### src/sv/adamw_pkg.sv
// Shared types, register codes and fixed-point constants for the AdamW update pipeline.
// Used by every module of the block; depends on nothing else.
package adamw_pkg;

  localparam int FracBits         = 24;
  localparam int DefaultDataWidth = 32;

  localparam logic [24:0] OneQ      = 25'h100_0000;
  localparam logic [40:0] UpdLimit  = 41'h100_0000_0000;
  localparam logic signed [63:0] HalfS = 64'sd8388608;
  localparam logic [63:0] HalfU     = 64'd8388608;

  localparam logic [24:0] BetaOneRst   = 25'd15099494;
  localparam logic [24:0] BetaTwoRst   = 25'd16760439;
  localparam logic [30:0] StepRateRst  = 31'd16777;
  localparam logic [24:0] EpsilonRst   = 25'd1;
  localparam logic [24:0] DecayStepRst = 25'd0;

  typedef enum logic [2:0] {
    CFG_BETA_ONE   = 3'd0,
    CFG_BETA_TWO   = 3'd1,
    CFG_STEP_RATE  = 3'd2,
    CFG_EPSILON    = 3'd3,
    CFG_DECAY_STEP = 3'd4
  } cfg_reg_e;

  typedef struct packed {
    logic [24:0] b1;
    logic [24:0] b2;
    logic [24:0] wd;
    logic [24:0] eps;
    logic [30:0] rate;
  } coef_t;

  typedef struct packed {
    logic signed [31:0] p;
    logic signed [32:0] dec;
    logic signed [31:0] m_new;
    logic [30:0]        v_new;
    logic [62:0]        prod;
    logic               last;
  } side_t;

  function automatic logic [24:0] clamp_one(logic [24:0] c);
    return (c > OneQ) ? OneQ : c;
  endfunction

endpackage

### src/sv/adamw_sqrt.sv
// Pipelined digit-by-digit square root of the new variance, one result bit per stage.
// Depends on adamw_pkg.
module adamw_sqrt import adamw_pkg::*; (
  input  logic        clk_i,
  input  logic        rst_ni,
  input  logic        en_i,
  input  logic        valid_i,
  input  side_t       side_i,
  output logic        valid_o,
  output side_t       side_o,
  output logic [27:0] root_o
);

  localparam int Steps = 28;

  logic        vld  [Steps+1];
  logic [27:0] root [Steps+1];
  logic [29:0] rem  [Steps+1];
  logic [55:0] xv   [Steps+1];
  side_t       sd   [Steps+1];

  assign vld[0]  = valid_i;
  assign root[0] = '0;
  assign rem[0]  = '0;
  assign xv[0]   = {1'b0, side_i.v_new, 24'd0};
  assign sd[0]   = side_i;

  for (genvar j = 0; j < Steps; j++) begin : g_step
    localparam int Dig = Steps - 1 - j;
    logic [31:0] remsh, trial;
    logic        ge;

    assign remsh = {rem[j], xv[j][2*Dig+1 -: 2]};
    assign trial = {2'b00, root[j], 2'b01};
    assign ge    = remsh >= trial;

    always_ff @(posedge clk_i or negedge rst_ni) begin
      if (!rst_ni) begin
        vld[j+1] <= 1'b0;
      end else if (en_i) begin
        vld[j+1] <= vld[j];
      end
    end

    always_ff @(posedge clk_i) begin
      if (en_i) begin
        rem[j+1]  <= ge ? 30'(remsh - trial) : 30'(remsh);
        root[j+1] <= {root[j][26:0], ge};
        xv[j+1]   <= xv[j];
        sd[j+1]   <= sd[j];
      end
    end
  end

  assign valid_o = vld[Steps];
  assign side_o  = sd[Steps];
  assign root_o  = root[Steps];

endmodule

### config.mk
export PLATFORM = sky130hd
export DESIGN_NAME = adamw_sqrt
export DESIGN_NICKNAME = d
export VERILOG_FILES = /design/src/sv/adamw_pkg.sv /design/src/sv/adamw_sqrt.sv
export SDC_FILE = /design/constraint.sdc
export NUM_CORES = 2
export LEC_CHECK = 0
export BUFFER_PORTS_ARGS = -buffer_cell sky130_fd_sc_hd__clkbuf_2
export CAP_MARGIN = 20
export CORE_ASPECT_RATIO = 0.7
export CORE_MARGIN = 2
export CORE_UTILIZATION = 48
export DETAILED_ROUTE_END_ITERATION = 16
export PLACE_DENSITY = 0.66
export REMOVE_ABC_BUFFERS = 1
export SLEW_MARGIN = 25
export SYNTH_ARGS = -nofsm -noshare
export SYNTH_HDL_FRONTEND = slang
export SYNTH_SLANG_ARGS = --single-unit
### constraint.sdc
create_clock -name clk_i -period 3.45 [get_ports clk_i]
set_input_delay 0 -clock clk_i [delete_from_list [all_inputs] [get_ports clk_i]]
set_output_delay 0 -clock clk_i [all_outputs]
set_load 0.1 [all_outputs]
## After elaboration in Yosys (flattened, before gate mapping)

Index checks and enable logic that the tools add are counted.

- Add/subtract/negate cells: 27
- Multipliers: 0
- Divide/modulo/power cells: 0
- Magnitude comparators: 28
- Equality and inequality tests: 0
- Shift-type cells: 0
- Muxes and demuxes: 27
- Bitwise operators: 0
- Reduce and logical (&&, ||, !) cells: 0

Operators by type and width:

| cell | count |
|---|---|
| $mux 30 | 26 |
| $ge 32x10->1 | 1 |
| $ge 32x11->1 | 1 |
| $ge 32x12->1 | 1 |
| $ge 32x13->1 | 1 |
| $ge 32x14->1 | 1 |
| $ge 32x15->1 | 1 |
| $ge 32x16->1 | 1 |
| $ge 32x17->1 | 1 |
| $ge 32x18->1 | 1 |
| $ge 32x19->1 | 1 |
| $ge 32x20->1 | 1 |
| $ge 32x21->1 | 1 |
| $ge 32x22->1 | 1 |
| $ge 32x23->1 | 1 |
| $ge 32x24->1 | 1 |
| $ge 32x25->1 | 1 |
| $ge 32x26->1 | 1 |
| $ge 32x27->1 | 1 |
| $ge 32x28->1 | 1 |
| $ge 32x29->1 | 1 |
| $ge 32x3->1 | 1 |
| $ge 32x4->1 | 1 |
| $ge 32x5->1 | 1 |
| 33 further kinds | 33 |

- Register bits: 6592
- Bits in latches: 0
- Bits in writable memories: 0
- ROM bits: 0
- Input bits: 196
- Output and inout bits: 221
- Word-level logic and storage cells: 345
- Memories: 0

## Longest topological paths before layout

- Depth in word-level cells: 2
- Depth in mapped cells: 15
- Mapped depth without buffers: 14

## Worst setup path before layout

OpenSTA, ideal clock, no wires.

- Path type: reg-to-reg
- Start point: reg root, in the netlist g_step[25].trial[2]
- End point: reg rem, in the netlist g_step[26].remsh[31], data pin
- Library setup time: 0.259 ns
- Arrival time: 3.107 ns
- Data required time: 3.191 ns
- Setup slack: 0.084 ns
- Cell stages (with the launch flop): 16
- Path buffers: 2
- Period minus slack after synthesis: 3.366 ns
- Cells stage by stage: edfxtp_1 -> inv_1 -> ha_1 -> inv_1 -> fa_1 -> nor2b_1 -> o31a_1 -> o211ai_1 -> a21oi_1 -> o21ai_0 -> o31ai_1 -> a21o_1 -> clkbuf_1 -> clkbuf_1 -> o2111ai_1 -> xnor2_1

- Longest elaborated chain between the ends: 2
- Elaborated cells between the ends (all ways): 3
- Those cells by class: add/sub: 1; order compare: 1; mux: 1

Ends and longest elaborated chain:

| item | RTL line | text |
|---|---|---|
| start, declared | adamw_sqrt.sv:17 | `logic [27:0] root [Steps+1];` |
| start signal, assigned by index | adamw_sqrt.sv:48 | `root[j+1] <= {root[j][26:0], ge};` |
| $sub 30x27->30 / $ge 32x27->1 (equally long branches) | adamw_sqrt.sv:47, adamw_sqrt.sv:35 |  |
| $mux 30 (*) | adamw_sqrt.sv:47 | `rem[j+1] <= ge ? 30'(remsh - trial) : 30'(remsh);` |
| end signal, assigned by index | adamw_sqrt.sv:47 |  |
| end, declared | adamw_sqrt.sv:18 | `logic [29:0] rem [Steps+1];` |

Mark *: on every way between the ends. The rest lies on a longest branch, timed or not.
A chain may end at the register's enable or synchronous reset.

## Worst setup path in the final report

- Start point: reg rem, in the netlist g_step[9].remsh[22]
- End point: reg rem, in the netlist g_step[10].remsh[8], data pin

- Longest elaborated chain between the ends: 2

Ends and longest elaborated chain:

| item | RTL line | text |
|---|---|---|
| $ge 32x11->1 | adamw_sqrt.sv:35 | `assign ge = remsh >= trial;` |
| $mux 30 | adamw_sqrt.sv:47 |  |

No other way between the ends.

==> key figures <==
Run status
  – Outcome: completed

Final layout
  – Layout cells sized above 1: 0.139
  – Layout Cells excl Fill: between 15000 and 20000
  – Nets: 13400
  – Most frequent cells in the layout: edfxtp_1, clkbuf_16, inv_1
  – Final Util: 0.558
  – Most common cell after layout, fill and taps aside: edfxtp_1
  – Area delta synth->final: 15.7%

Hold path
  – Hold crit path type: input port to register

STA
  – Max-slew violation count: 0
  – PnR worst setup slack: 0.0557 ns
  – Setup TNS: 0 ns
  – Max-slew headroom: 0.281
  – Max Clk Rate: between 200 and 300 MHz
  – Worst slew pin tran: approximately 1.1 ns
  – Setup-failing EPs final: 0
  – Final worst path period share: 0.984
  – Clock Skew: between 0.06 and 0.07 ns
  – RSZ-0062 raised after global routing: yes
  – Final Hold Vio Count: 0
  – Fin crit period: ~3.4 ns

Route
  – Routed wl met3: roughly 15000 um
  – DRT Wirelength: about 340000 um
  – DR WL met2: between 150000 and 200000 um
  – Post-route ant nets: 0
  – 1st-pass router iterations: 7
  – Wire per inst: 17.2 um
  – Max layer used: met5
  – Via Count: a little under 100k
  – Via density: between 4 and 5
  – Drt drc: 0
  – Violation count after the first detailed-route iteration: about 8100
  – Metal1 wirelength: 159000 um

Pwr
  – Pwr/cell area: 667 mW/mm^2
  – Worst IR Drop VDD: 501 uV
  – Static Leak: roughly 0.093 uW

Setup path
  – CP Launch Point: g_step[9].remsh[22]
  – Data required time of the critical path: 4.18 ns
  – Crit end category: register
  – Reg2reg end: g_step[10].remsh[8]
  – Worst r2r src: g_step[9].remsh[22]
  – Crit start category: register
  – R2R setup slack: between 0.05 and 0.06 ns
  – Worst-case reg-to-reg path depth: 8
  – CP arrival: ~4.1 ns
  – CP Max Fanout: 22
  – CP endpoint: g_step[10].remsh[8]
  – Crit Path Category: register to register

Logic synthesis
  – Top cells by area, synth: edfxtp_1, ha_1, xor2_1
  – Ys flop type: edfxtp_1
  – Number of synthesized register bits: around 6500
  – Yosys top cell by area: edfxtp_1
  – Register area share after synthesis: 0.862
  – Top cell type's share of synthesized area: 0.859
  – Syn Inst Count: around 11000
  – Post-Syn Area: around 0.23 mm^2
  – Ys async rst share: 0.00429
  – Syn_area_per_cell: around 20 um^2
  – Post-synth EDFFs: approximately 6500
  – Synth warn: 0
  – Netlist cell types: between 80 and 90

Floorplan
  – Die Footprint: about 0.48 mm^2
  – Die Wd: a little over 800 um
  – Starting Density: 0.482
  – # IOs: 417
  – Rows: between 200 and 250
  – Core footprint: 0.472 mm^2
  – Die Ht: just under 600 um

Place
  – PortBufs: around 420
  – Gpl congestion: around 0.86
  – DP Cell Count: between 15000 and 20000
  – Pre-CTS WS: -0.458 ns
  – Hpwl dp: around 200000 um

GRT
  – Largest net degree at the start of global routing: 190
  – First-pass GRT wire length: roughly 530000 um
  – Initial antenna violation count: 8
  – Vias in the first global route: 97600
  – GRT Total Usage: 0.137
  – Total gr overflow: 0

Clock tree
  – Clock Path Buffers: 4
  – Clock latency on the worst-skew pair: 1.02 ns
  – TritonCTS Sinks: 6533
  – CTS tree: built
  – H-tree levels: 6
  – CTS clock-pin slew for the worst setup and hold paths: around 0.06 ns
  – Cts bufs inserted: slightly below 600
  – Clock Tree Root: clkbuf_16

Run
  – MaxCap Viol Count: 0
## flip-flops by register name (all words and copies together) (netlist names)
signal / count
side_o: 191
xv: 30
sd: 5153
g_step.remsh: 751
g_step.trial: 352
valid_o: 1
vld: 27
root_o: 28
## per-stage QoR
stage                     hold WS, ns  area, um^2  total power, uW
final                           0.194      263000           176000
after global routing            0.125      263000           183000
after CTS                      0.0629      262000           177000
after detailed placement       0.0816      239000           112000
after global placement         0.0369      239000           112000
after floorplan                -0.296      226000           106000
## metal layers
layer	GRT usage	vias up
li1	-	46500
met1	0.200	48100
met2	0.214	1788
met3	0.0242	605
met4	0.0367	2
met5	0	-
## synthesized netlist by cell type (103+ instances only)
master    count
a21o_1      159
a21oi_1     380
buf_4       193
edfxtp_1   6505
ha_1        411
inv_1       524
nand2_1     381
nand2b_1    103
nor2_1      411
nor3_1      158
o21ai_0     316
xnor2_1     267
xor2_1      315
## repair_timing
item	in CTS	in global routing
hold endpoints to repair	2237	0
endpoints found under the setup margin	133	303
gates resized for setup	58	105
pin swaps	15	38
hold buffers	392	0
cloned	2	1
buffers inserted	12	22
## layout make-up
type	instances	area (um^2)
diodes	5	12.5
multi-input cells	3980	28300
flip-flops and latches	6533	196000
well taps	6283	7860
clock inverters	328	3500
clock buffers	736	15600
repair buffers	1175	9760
inverters	526	1970
fillers	34900	209000
## kinds of logic after synthesis
kind of cell    count (synthesis)  share of synthesized area
compound gates               1257                     0.0345
xor+xnor                      582                     0.0224
fa+ha+maj                     422                     0.0236
buf+inv                       823                     0.0168
flops                        6533                      0.862
mux                           110                    0.00536
other cells                     1                  0.0000165
simple gates                 1608                     0.0352
## critical path, cell delays in order (launching register included)
cell and delay, ns:
edfxtp_1 0.46, or4_1 0.55, or4_1 0.43, or3_1 0.40
a41o_1 0.24, nor4_2 0.30, nand3_1 0.21, buf_4 0.28
mux2_2 0.29
## report_power, final
group | internal [uW] | switching [uW] | leakage [uW]
clock network | 36100 | 28000 | 0.00927
registers | 94500 | 2570 | 0.0635
logic | 5690 | 8650 | 0.0206
total | 136000 | 39200 | 0.0934
## how the worst min path moves through the flow
| stage | slack (ns) | from | endpoint | cells after the start |
|---|---|---|---|---|
| finish | 0.19 | side_i[136] | sd[5320] | 3 |
| global route | 0.13 | side_i[36] | sd[5220] | 3 |
| CTS | 0.06 | side_i[133] | sd[5317] | 3 |
| detailed placement | 0.08 | rst_ni | vld[27] | 1 |
| global placement | 0.04 | rst_ni | vld[27] | 1 |
| floorplan | -0.30 | rst_ni | valid_o | 0 |
Note: power is estimated with default switching activity, not from simulation.
